==> config.mk <==
export PLATFORM = sky130hd
export DESIGN_NAME = sed_ctrl
export DESIGN_NICKNAME = d
export VERILOG_FILES = /design/src/hdl/sed_pkg.sv /design/src/hdl/sed_ctrl.sv
export SDC_FILE = /design/constraint.sdc
export NUM_CORES = 1
export LEC_CHECK = 0
export BUFFER_PORTS_ARGS = -buffer_cell sky130_fd_sc_hd__buf_2
export CORE_UTILIZATION = 25
export DETAILED_ROUTE_END_ITERATION = 10
export PLACE_DENSITY = 0.46
export SETUP_SLACK_MARGIN = 0.1
export SYNTH_ARGS = -nofsm -noshare
export SYNTH_HDL_FRONTEND = slang
export SYNTH_SLANG_ARGS = --single-unit
export TNS_END_PERCENT = 30
==> constraint.sdc <==
create_clock -name aclk -period 8.4 [get_ports aclk]
set_input_delay 0.84 -clock aclk [delete_from_list [all_inputs] [get_ports aclk]]
set_output_delay 0.84 -clock aclk [all_outputs]
set_load 0.005 [all_outputs]
==> src/hdl/sed_pkg.sv <==
// ----------------------------------------------------------------------------
// sed_pkg
// Shared constants, types and table builders for the SPI serial EEPROM device.
// ----------------------------------------------------------------------------
package sed_pkg;

    // default geometry
    localparam int unsigned SED_MEM_BYTES  = 8192;
    localparam int unsigned SED_PAGE_BYTES = 32;

    // instruction codes
    localparam logic [7:0] OP_WREN  = 8'h06;
    localparam logic [7:0] OP_WRDI  = 8'h04;
    localparam logic [7:0] OP_RDSR  = 8'h05;
    localparam logic [7:0] OP_WRSR  = 8'h01;
    localparam logic [7:0] OP_READ  = 8'h03;
    localparam logic [7:0] OP_WRITE = 8'h02;

    // status register bits and masks
    localparam logic [7:0] ST_WEN    = 8'h02;
    localparam logic [7:0] ST_BUSY   = 8'h01;
    localparam logic [7:0] WRSR_MASK = 8'h8c;
    localparam logic [7:0] ERASED    = 8'hff;

    // byte position within a transaction
    localparam logic [1:0] POS_OPCODE = 2'd0;
    localparam logic [1:0] POS_ADDR_H = 2'd1;
    localparam logic [1:0] POS_ADDR_L = 2'd2;
    localparam logic [1:0] POS_DATA   = 2'd3;

    // memory access request of one word
    typedef struct packed {
        logic rd;
        logic wr;
    } mem_req_t;

    // result word as produced by the command decoder
    typedef struct packed {
        logic       use_mem;
        logic [7:0] data;
    } resp_t;

    // 256-entry residue table, 16 bits per entry
    typedef logic [255:0][15:0] mod_tab_t;

    // entry i holds (i * scale) mod modulus, reduced by shifted subtraction
    function automatic mod_tab_t mod_table(input int unsigned scale,
                                           input int unsigned modulus);
        mod_tab_t          tab;
        longint unsigned   v;
        longint unsigned   m;
        m = longint'(modulus);
        for (int i = 0; i < 256; i++) begin
            v = longint'(i) * longint'(scale);
            for (int k = 16; k >= 0; k--) begin
                if (v >= (m << k)) begin
                    v = v - (m << k);
                end
            end
            tab[i] = 16'(v);
        end
        return tab;
    endfunction

endpackage

==> src/hdl/sed_ctrl.sv <==
// ----------------------------------------------------------------------------
// sed_ctrl
// Instruction decoder: transaction state, status register, address logic and
// the memory request for each word.
// ----------------------------------------------------------------------------
module sed_ctrl
    import sed_pkg::*;
#(
    parameter int unsigned MEM_BYTES  = SED_MEM_BYTES,
    parameter int unsigned PAGE_BYTES = SED_PAGE_BYTES,
    parameter int unsigned AW         = $clog2(MEM_BYTES)
) (
    input  logic          aclk,
    input  logic          aresetn,
    input  logic          accept,
    input  logic          kind,
    input  logic [7:0]    mosi_byte,
    output mem_req_t      mem_req,
    output logic [AW-1:0] mem_addr,
    output resp_t         resp
);

    localparam int unsigned PW = $clog2(PAGE_BYTES);

    localparam mod_tab_t HI_MEM  = mod_table(256, MEM_BYTES);
    localparam mod_tab_t LO_MEM  = mod_table(1, MEM_BYTES);
    localparam mod_tab_t HI_PAGE = mod_table(256, PAGE_BYTES);
    localparam mod_tab_t LO_PAGE = mod_table(1, PAGE_BYTES);

    localparam logic [AW:0]   MEM_LIM  = (AW+1)'(MEM_BYTES);
    localparam logic [AW-1:0] MEM_LAST = AW'(MEM_BYTES - 1);
    localparam logic [PW:0]   PAGE_LIM = (PW+1)'(PAGE_BYTES);

    logic [7:0]    status_reg, status_next;
    logic [7:0]    opcode_reg, opcode_next;
    logic [1:0]    pos_reg, pos_next;
    logic [AW-1:0] addr_reg, addr_next;
    logic          wa_reg, wa_next;
    logic [7:0]    hi_reg, hi_next;

    logic [AW:0]   addr_sum;
    logic [AW-1:0] addr_load;
    logic [AW-1:0] addr_inc;
    logic [15:0]   addr_wide;
    logic [PW:0]   off_sum;
    logic [PW-1:0] page_off;
    logic [PW:0]   off_inc;
    logic [PW-1:0] off_next;
    logic [AW-1:0] page_base;
    logic [AW:0]   page_step;
    logic [AW-1:0] page_next;

    // start address from the two address bytes, reduced to the memory size
    assign addr_sum  = {1'b0, HI_MEM[hi_reg][AW-1:0]} + {1'b0, LO_MEM[mosi_byte][AW-1:0]};
    assign addr_load = (addr_sum >= MEM_LIM) ? AW'(addr_sum - MEM_LIM) : addr_sum[AW-1:0];

    // sequential read advance, wraps at the memory size
    assign addr_inc = (addr_reg == MEM_LAST) ? '0 : addr_reg + 1'b1;

    // offset inside the page of the current address
    assign addr_wide = 16'(addr_reg);
    assign off_sum   = {1'b0, HI_PAGE[addr_wide[15:8]][PW-1:0]}
                     + {1'b0, LO_PAGE[addr_wide[7:0]][PW-1:0]};
    assign page_off  = (off_sum >= PAGE_LIM) ? PW'(off_sum - PAGE_LIM) : off_sum[PW-1:0];

    // page write advance, wraps to the page start (also at a partial last page)
    assign off_inc   = {1'b0, page_off} + 1'b1;
    assign off_next  = (off_inc == PAGE_LIM) ? '0 : off_inc[PW-1:0];
    assign page_base = addr_reg - AW'(page_off);
    assign page_step = {1'b0, page_base} + (AW+1)'(off_next);
    assign page_next = (page_step >= MEM_LIM) ? page_base : page_step[AW-1:0];

    // decode of one word
    always_comb begin
        status_next = status_reg;
        opcode_next = opcode_reg;
        pos_next    = pos_reg;
        addr_next   = addr_reg;
        wa_next     = wa_reg;
        hi_next     = hi_reg;
        mem_req     = '0;
        mem_addr    = addr_reg;
        resp        = '{use_mem: 1'b0, data: mosi_byte};

        if (kind) begin
            opcode_next = '0;
            pos_next    = POS_OPCODE;
            addr_next   = '0;
            wa_next     = 1'b0;
            resp.data   = '0;
        end else begin
            if (opcode_reg == '0 && pos_reg == POS_OPCODE) begin
                opcode_next = mosi_byte;
            end
            case (opcode_next)
                OP_WREN: begin
                    status_next = status_reg | ST_WEN;
                end
                OP_WRDI: begin
                    status_next = status_reg & ~ST_WEN;
                end
                OP_RDSR: begin
                    if (pos_reg == POS_ADDR_H) begin
                        resp.data   = status_reg;
                        status_next = status_reg & ~ST_BUSY;
                    end
                end
                OP_WRSR: begin
                    status_next = mosi_byte & WRSR_MASK;
                end
                OP_READ: begin
                    case (pos_reg)
                        POS_ADDR_H: hi_next = mosi_byte;
                        POS_ADDR_L: addr_next = addr_load;
                        POS_DATA: begin
                            mem_req.rd   = 1'b1;
                            resp.use_mem = 1'b1;
                            addr_next    = addr_inc;
                        end
                        default: ;
                    endcase
                end
                OP_WRITE: begin
                    case (pos_reg)
                        POS_OPCODE: begin
                            wa_next     = (status_reg & ST_WEN) != '0;
                            status_next = (status_reg & ~ST_WEN) | ST_BUSY;
                        end
                        POS_ADDR_H: hi_next = mosi_byte;
                        POS_ADDR_L: addr_next = addr_load;
                        POS_DATA: begin
                            if (wa_reg) begin
                                mem_req.wr = 1'b1;
                                addr_next  = page_next;
                            end
                        end
                        default: ;
                    endcase
                end
                default: ;
            endcase
            if (pos_reg != POS_DATA) begin
                pos_next = pos_reg + 1'b1;
            end
        end
    end

    // transaction state
    always_ff @(posedge aclk) begin
        if (!aresetn) begin
            status_reg <= '0;
            opcode_reg <= '0;
            pos_reg    <= POS_OPCODE;
            addr_reg   <= '0;
            wa_reg     <= 1'b0;
        end else if (accept) begin
            status_reg <= status_next;
            opcode_reg <= opcode_next;
            pos_reg    <= pos_next;
            addr_reg   <= addr_next;
            wa_reg     <= wa_next;
        end
    end

    // high address byte, payload only
    always_ff @(posedge aclk) begin
        if (accept) begin
            hi_reg <= hi_next;
        end
    end

endmodule

== Yosys cells after proc, flatten, opt, wreduce, memory -nomap -nowiden ==
Memory sizes are Yosys's and may differ from the RTL's. A register that Yosys moved wholly into a read port is not among the register bits.
Cells that the tools add are included.
W data, S select, Z words.

* Add/subtract/negate cells: 9
* Order comparisons: 7
* Eq/ne operators: 17
* Mux-type cells: 40
* Bitwise logic cells: 5
* Reduce and logical (&&, ||, !) cells: 17

{| class="wikitable"
|+ Operators with widths
! operator !! number
|-
| $mux W13 || 7
|-
| $pmux W13 S2 || 3
|-
| $mux W8 || 9
|-
| $pmux W8 S5 || 1
|-
| $mux W5 || 6
|-
| $ge A14 B14 Y1 const B || 2
|-
| $lt A8 B9 Y1 const B || 3
|-
| $eq A8 B3 Y1 const B || 3
|-
| $eq A8 B2 Y1 const B || 2
|-
| $add A13 B13 Y14 || 1
|-
| $add A13 B5 Y14 || 1
|-
| $reduce_and A7 Y1 || 2
|-
| $add A13 B1 Y13 const B || 1
|-
| $eq A13 B13 Y1 const B || 1
|-
| $sub A13 B1 Y13 const B || 1
|-
| $sub A13 B5 Y13 || 1
|-
| $mux W1 || 10
|-
| $reduce_and A5 Y1 || 2
|-
| $lt A5 B9 Y1 const B || 1
|-
| $eq A8 B1 Y1 const B || 1
|-
| $logic_not A8 Y1 || 1
|-
| $mux W2 || 4
|-
| $ne A4 B4 Y1 const B || 2
|-
| $add A5 B1 Y6 const B || 1
|-
| 19 further kinds || 29
|}

* Register bits after elaboration: 40
* Memory bits (read-only): 12800
* Output and inout port bits: 24
* Logic and storage cells: 107
* Memories kept: 4

{| class="wikitable"
|+ Memory list
! name !! words !! width !! rd ports !! clocked after memory_dff !! wr ports !! RTL line !! source
|-
| (no name shown) || 256 || 16 || 1 || 1 || 0 || sed_ctrl.sv:63 || <nowiki>+ {1'b0, LO_PAGE[addr_wide[7:0]][PW-1:0]};</nowiki>
|-
| (no name shown) || 256 || 16 || 1 || 0 || 0 || sed_ctrl.sv:54 || <nowiki>assign addr_sum = {1'b0, HI_MEM[hi_reg][AW-1:0]} + {1'b0, LO_MEM[mosi_byte][AW-1:0]};</nowiki>
|-
| (no name shown) || 256 || 16 || 1 || 1 || 0 || sed_ctrl.sv:54 ||
|-
| (no name shown) || 32 || 16 || 1 || 1 || 0 || sed_ctrl.sv:62 || <nowiki>assign off_sum = {1'b0, HI_PAGE[addr_wide[15:8]][PW-1:0]}</nowiki>
|}

== Depth between registers and ports, before layout ==
Gate-level depths: netlist (run 1).

* Depth after elaboration: 17
* Depth in mapped cells: 15

== Worst setup path after synthesis (run 1) ==
OpenSTA, ideal clock, no wires.

* Kind: register to output
* Start point: reg pos_reg[0]
* End point: out resp[0] (netlist bit)
* Arrival: 2.448 ns
* Required time: 7.560 ns
* Setup slack: 5.112 ns
* Stages on the path, launching flop included: 10
* Buffers on the path: 1
* Cells stage by stage: dfxtp_1 -> inv_1 -> ha_1 -> nor4b_1 -> a41oi_1 -> nor4_1 -> and3_1 -> buf_2 -> mux2i_1 -> nor2_1

{| class="wikitable"
|+ RTL lines
! what !! RTL line !! source
|-
| start, declared || sed_ctrl.sv:36 || <nowiki>logic [1:0] pos_reg, pos_next;</nowiki>
|-
| start signal, assigned || sed_ctrl.sv:159 || <nowiki>pos_reg <= pos_next;</nowiki>
|-
| end, declared || sed_ctrl.sv:20 || <nowiki>output resp_t resp</nowiki>
|}

==> results.cfg, run 1 <==
[die]
die_width_um = 120.3
num_rows = 42
io_pins = 36
die-area_um2 = 14480
die_h_um = 120.3
start_util_pct = 26.02
core_area_um2 = 13450

[setup_path]
crit_chain = inv_1 -> ha_1 -> nor4b_1 -> a41oi_1 -> nor4_1 -> and3_1 -> mux2i_1 -> nor2_1 -> buf_2
worstSetupStartpointType = flop
slowest_stage = nor4b_1
slowest_delay_ns = 0.63
reg2regPathDepth = 14
crit_required_ns = 7.56
crit_family = simple AND/OR/NAND/NOR gates
critPathArrivalTime_ns = 3.70
path_class = flop to output port
crit_path_end_kind = output port
critPathBufInv = 2
worstPathMaxFanout = 10
worst-path-stages = 9

[global_route]
grt_pass1_wl_um = 17900
grt_pass1_vias = 3221
grt_max_degree = 28
overflow = 0
grt_usage_pct = 15.73
antenna_found_initial = 0

[yosys]
avgSynthCellArea_um2 = 8.237
yosys_warnings = 0
ys_seq_area_share_pct = 26.59
synth.top_cells.by_area = dfxtp_1 (22%), ha_1 (5.7%), edfxtp_1 (4.3%), nor2_1 (4.2%), xnor2_1 (3.8%)
synth_edf_count = 5
synthFlopType = dfxtp_1
yosys.cell_types.count = 75
async_reset_ff_share_pct = 0
yosysTopAreaCellShare_pct = 22.30
syn_inst = 425
syn_area_um2 = 3501
ys_seq_elements = 44
yosys.area.top_type = dfxtp_1
synth_nets = 455
synth_common_cells = dfxtp_1 (39), nor2_1 (39), nand2_1 (27), a21oi_1 (22), o21ai_0 (19)

[drt]
totalWireLength_um = 10910
vias = 3448
dr.pass1.iters = 5
wl_per_cell_um = 17.54
drc = 0
first_iter_violations = 233
viasPerCell = 5.543
postRouteAntennaNets = 0

[timing]
finalHoldWorstSlack_ns = 0.4771
setup_viol = 0
max_freq_ghz = 0.2205
drv_slew = 0
fin_tns_setup_ns = 0
post-route-min-period_ns = 4.536
relSlewSlack_pct = 27.02
rsz0062_at_grt = no
worst_pin_slew_ns = 1.091
hold_viol = 0
clock-skew-final_ns = 0.008839
finalCritPeriodShare_pct = 54.00

[job]
maxCapViolCount = 0

[cells_and_area]
diodes = 0
multiInputGateArea_um2 = 2384
drive_gt1_share_pct = 13.90
ff_latch_area_um2 = 930.9
largest_register_ffs = 13
num-nets-final = 475
layout.cells.non_filler = 622
fill_cells = 1479
areaGrowthSynthToFinish_pct = 13.65

[placement]
port_buffers = 35
dpl.cell_count = 614
place_congestion = 0.8519
post-dp-hpwl_um = 8037

[power_and_ir_drop]
power_density_nw_per_um2 = 134.7
finalPower_mw = 0.5361
p_sw_mw = 0.1355
share_seq_of_total_power_pct = 41.1
p_clk_share_pct = 45.0
p_int_mw = 0.4006
combinationalPowerShare_pct = 14.0
ir_drop_uv = 86.54
switching_share_pct = 25.28
power_leakage_nw = 1.450

[clock_tree]
cts_setup_buffers = 0
clkSinkCount = 44
cts_tree = built
cts_root_buf = clkbuf_16
clk_pin_slew_ns = 0.07
hold_buffers = 0
clk_path_buf_depth = 2
htree_num_levels = 2
clock_latency_ns = 0.29
numCtsBuffers = 5
post_cts_resize_count = 0

[hold_path]
hold_depth = 1
min_path_type = flop to flop

[status]
status = complete, no violations
layout make-up:
type | instances | area share [%]
clock inverter | 1 | 0.7547
multi-input combinational | 338 | 59.91
timing repair buffer | 37 | 4.780
tap | 176 | 5.535
clock buffer | 7 | 3.836
sequential | 44 | 23.40
inverter | 19 | 1.792
stage by stage:
stage	worst slack [ns]	cell area [µm²]	utilization (%)
final	3.864	3979	29.58
after global routing	3.647	3979	29.58
after global placement	4.239	3796	28.22
after CTS	3.930	3979	29.58
after floorplan	5.112	3501	-
after detailed placement	4.248	3796	28.22
layout by cell type (no fill, tap or decap), types with 3 or more instances in the layout:
| master | n |
|---|---|
| a211o_1 | 5 |
| a211oi_1 | 12 |
| a21o_1 | 5 |
| a21oi_1 | 22 |
| a31oi_1 | 7 |
| a32o_1 | 4 |
| a32oi_1 | 4 |
| and2_1 | 7 |
| and3_1 | 6 |
| and4_1 | 3 |
| buf_2 | 35 |
| clkbuf_16 | 5 |
| dfxtp_1 | 39 |
| edfxtp_1 | 5 |
| ha_1 | 16 |
| inv_1 | 18 |
| mux2_2 | 5 |
| mux2i_1 | 9 |
| nand2_1 | 27 |
| nand3_1 | 15 |
| nand4_1 | 7 |
| nor2_1 | 39 |
| nor2b_1 | 9 |
| nor3_1 | 11 |
| nor3b_1 | 3 |
| nor4_1 | 9 |
| nor4b_1 | 3 |
| o211ai_1 | 4 |
| o21a_1 | 3 |
| o21ai_0 | 19 |
| o21bai_1 | 3 |
| o311ai_0 | 4 |
| o31ai_1 | 8 |
| or3_1 | 3 |
| xnor2_1 | 15 |
| xor2_1 | 6 |
per-layer routing:
layer | wire (µm) | GRT usage, %
met4 | 150 | 4.321
met5 | 0 | 0
met3 | 518 | 2.028
met2 | 4904 | 25.11
met1 | 5334 | 22.12
worst register-to-register path, cell delays in order, from the launching register on:
cell and delay (ns):
dfxtp_1 0.45, inv_1 0.10, ha_1 0.22, nor2b_1 0.25
o21a_1 0.15, nor2_1 0.04, xnor2_1 0.16, ha_1 0.36
o21ai_0 0.10, o21bai_1 0.14, a21o_1 0.22, o311ai_0 0.24
nor2_1 0.88, a2111oi_1 0.24, o41ai_2 0.36
logic make-up (layout without fill, tap and decap cells):
kind of cell               Yosys count  count (layout)  synth area share (%)
and+or+nand+nor                    154             154                 24.05
adders and majority gates           18              18                 6.862
buffers and inverters               43              64                 5.325
muxes                               14              14                 4.182
DFF                                 44              44                 26.59
xor gates and xnor gates            21              21                 5.254
AOI/OAI and AO/OA                  131             131                 27.73
power groups by stage:
| stage | clock [mW] | sequential [mW] | combinational (mW) |
|---|---|---|---|
| 5_1_grt | 0.254 | 0.221 | 0.0823 |
| 4_1_cts | 0.247 | 0.220 | 0.0745 |
| 3_5_place_dp | 0 | 0.225 | 0.0741 |
| 2_1_floorplan | 0 | 0.223 | 0.0531 |
| 6_report | 0.241 | 0.220 | 0.0748 |
| 3_3_place_gp | 0 | 0.225 | 0.0741 |
path summary, 6_finish.rpt:
check	startpoint	end	slack (ns)
max	pos_reg[0]$_SDFFE_PN0P_	resp[7]	3.86
min	hi_reg[1]$_DFFE_PP_	addr_sum[9]$_DFF_P_	0.48
max reg2reg	mem_addr[0]$_SDFFE_PN0P_	page_off[0]$_SDFF_PN0_	4.37
min reg2reg	hi_reg[1]$_DFFE_PP_	addr_sum[9]$_DFF_P_	0.48
Note: power is estimated with default switching activity, not from simulation.
==> run 2: changes to the inputs <==
Settings changed: ABC_AREA from default to 1, PLACE_DENSITY 0.46 to 0.48.
Clock period 8.4 ns to 4.03 ns, I/O delays scaled along.
==> run 2 against run 1 <==
  * Clock power up 98%
  * First-iteration DRC count down 15%
  * Combinational power rose to 5.9 times the previous value
  * Synthesized cell count up 34%
  * Register-to-register slack worse by 3.7 ns
  * Global-route usage down 0.55 points
==> results.cfg, run 2 <==
[status]
status = complete, no violations

[placement]
place_congestion = 0.8698
dpl.cell_count = 768
post_dp_cell_area_um2 = 3985
pre_cts_slack_ns = 0.6972
port_buffers = 35
post-dp-hpwl_um = 8749

[die]
io_pins = 36
die-area_um2 = 15200
core_area_um2 = 14100
start_util_pct = 26.09
die_h_um = 123.3
num_rows = 43
die_width_um = 123.3

[setup_path]
critPathArrivalTime_ns = 3.57
rrSetupSlack_ns = 0.65
r2r-start = mem_addr[0]$_SDFFE_PN0P_
reg2regPathDepth = 21
worstPathMaxFanout = 12
path_class = flop to flop
crit_start = mem_addr[0]$_SDFFE_PN0P_
crit_path_end_kind = flop
worstSetupStartpointType = flop
r2r_end = mem_addr[3]$_SDFFE_PN0P_
critPathCapture = mem_addr[3]$_SDFFE_PN0P_
crit_required_ns = 4.22

[clock_tree]
clk_pin_slew_ns = 0.07
cts_setup_buffers = 0
cts_root_buf = clkbuf_16
hold_buffers = 0
clock_latency_ns = 0.29
clk_path_buf_depth = 2
cts_tree = built
numCtsBuffers = 5
post_cts_resize_count = 0
htree_num_levels = 2
clkSinkCount = 44

[power_and_ir_drop]
power_density_nw_per_um2 = 335.4
p_int_mw = 0.8947
switching_share_pct = 35.76
share_seq_of_total_power_pct = 34.0
p_clk_share_pct = 34.3
combinationalPowerShare_pct = 31.7
power_leakage_nw = 1.964
finalPower_mw = 1.393
p_sw_mw = 0.4981
ir_drop_uv = 138.7

[yosys]
synthFlopType = dfxtp_1
async_reset_ff_share_pct = 0
avgSynthCellArea_um2 = 6.474
syn_area_um2 = 3677
synthXorXnorAreaFrac_pct = 4.049
yosys.cell_types.count = 46
ys_seq_area_share_pct = 25.31
yosys.area.top_type = dfxtp_1
synth_fa_ha_area_share_pct = 6.533
yosysMostFrequentCell = nand2_1
synth_edf_count = 5
synth_common_cells = nand2_1 (149), inv_1 (65), nand3_1 (60), nor2_1 (46), a21oi_1 (42)
synth_compound_area_share_pct = 13.13
synth_simple_gate_area_share_pct = 40.97
yosysTopAreaCellShare_pct = 21.23
synth.top_cells.by_area = dfxtp_1 (21%), nand2_1 (15%), nand3_1 (8.2%), inv_1 (6.6%), a21oi_1 (5.7%)
synth_top_family_by_area = simple AND/OR/NAND/NOR gates
synth_nets = 598
muxShareOfSynthArea_pct = 0
syn_inst = 568
yosys_warnings = 0
ys_seq_elements = 44

[cells_and_area]
num-nets-final = 625
ff_latch_area_um2 = 930.9
final_common_cell = nand2_1
layout.cells.non_filler = 776
multiInputGateArea_um2 = 2379
fill_cells = 1605
design_area_um2 = 4153
largest_register_ffs = 13
diodes = 0
final_cell_mix = nand2_1 (149), inv_1 (65), nand3_1 (60), nor2_1 (46), a21oi_1 (42)
areaGrowthSynthToFinish_pct = 12.93
utilization_pct = 29.46
drive_gt1_share_pct = 14.43

[global_route]
grt_pass1_vias = 3510
antenna_found_initial = 0
grt_usage_pct = 15.18
overflow = 0
grt_pass1_wl_um = 17770
grt_max_degree = 21

[drt]
postRouteAntennaNets = 0
drc = 0
first_iter_violations = 197
wl_met3_um = 534
dr.pass1.iters = 5
wl_met1_um = 5159
wl_per_cell_um = 14.23
highest_layer = met4
wl_met2_um = 5208
totalWireLength_um = 11040
viasPerCell = 4.804
vias = 3728

[timing]
setup_slack_ns = 0.6493
clock-skew-final_ns = 0.005507
fin_tns_setup_ns = 0
rsz0062_at_grt = no
hold_viol = 0
max_freq_ghz = 0.2958
worst_pin_slew_ns = 0.6918
relSlewSlack_pct = 53.59
drv_slew = 0
setup_viol = 0
finalHoldWorstSlack_ns = 0.3298
finalCritPeriodShare_pct = 83.89
post-route-min-period_ns = 3.381

[hold_path]
hold_depth = 1
min_path_type = input port to flop

[job]
maxCapViolCount = 0
-- run 2: cell types whose count changed in the layout (fill, tap and decap cells not counted), sizes merged, moves of 10 or more --
cell,delta
nor2,+15
a21oi,+27
xnor2,-13
inv,+51
nand2,+137
nand3,+50
a211oi,-10
-- run 2: cell families (layout without fill, tap and decap cells) --
kind of cell / Yosys count / count (layout)
buffers and inverters: 87 / 115
AO/OA/AOI/OAI: 87 / 87
AND/OR/NAND/NOR: 315 / 315
adder cells (fa/ha/maj): 18 / 18
flip-flops: 44 / 44
XOR/XNOR: 17 / 17
-- run 2: worst min path at each step --
stage,from,end,slack (ns)
after floorplan,hi_reg[2]$_DFFE_PP_,addr_sum[10]$_DFF_P_,0.42
after global placement,hi_reg[4]$_DFFE_PP_,addr_sum[12]$_DFF_P_,0.43
after detailed placement,hi_reg[0]$_DFFE_PP_,addr_sum[8]$_DFF_P_,0.44
after CTS,mosi_byte[2],hi_reg[2]$_DFFE_PP_,0.33
after global routing,mosi_byte[2],hi_reg[2]$_DFFE_PP_,0.33
final,mosi_byte[2],hi_reg[2]$_DFFE_PP_,0.33
-- run 2: final cells by class --
cell class | count | share of cell area (%)
Clock buffer | 5 | 3.013
Timing Repair Buffer | 35 | 4.218
Multi-Input combinational cell | 437 | 57.28
Inverter | 72 | 6.629
Sequential cell | 44 | 22.42
Clock inverter | 3 | 1.024
Tap cell | 180 | 5.423
-- run 2: worst max-delay path: stages (launching register included) --
cell and delay [ns]:
dfxtp_1 0.36, inv_1 0.12, ha_1 0.17, inv_1 0.06, fa_1 0.40, nand2_1 0.07, nand2_1 0.07, nand2_1 0.08
xor2_1 0.21, ha_1 0.31, nand2_1 0.09, nor2_1 0.04, nand2_1 0.05, nand4_1 0.15, nand3_2 0.16, nor2_4 0.06
nand2_1 0.33, inv_1 0.18, nand2_1 0.10, nand3_1 0.10, a21oi_2 0.13, nor2_1 0.06
-- run 2: routing by layer --
| metal | vias up | track usage, % |
|---|---|---|
| li1 | 1904 | - |
| met1 | 1734 | 20.19 |
| met2 | 78 | 25.56 |
| met3 | 12 | 2.214 |
| met4 | 0 | 3.916 |
| met5 | - | 0 |
-- run 2: power by group through the flow --
stage | registers [mW] | clock network, mW | logic [mW]
detailed placement | 0.484 | 0 | 0.439
finish | 0.474 | 0.477 | 0.442
global route | 0.476 | 0.507 | 0.500
floorplan | 0.479 | 0 | 0.344
global placement | 0.484 | 0 | 0.441
CTS | 0.474 | 0.490 | 0.442
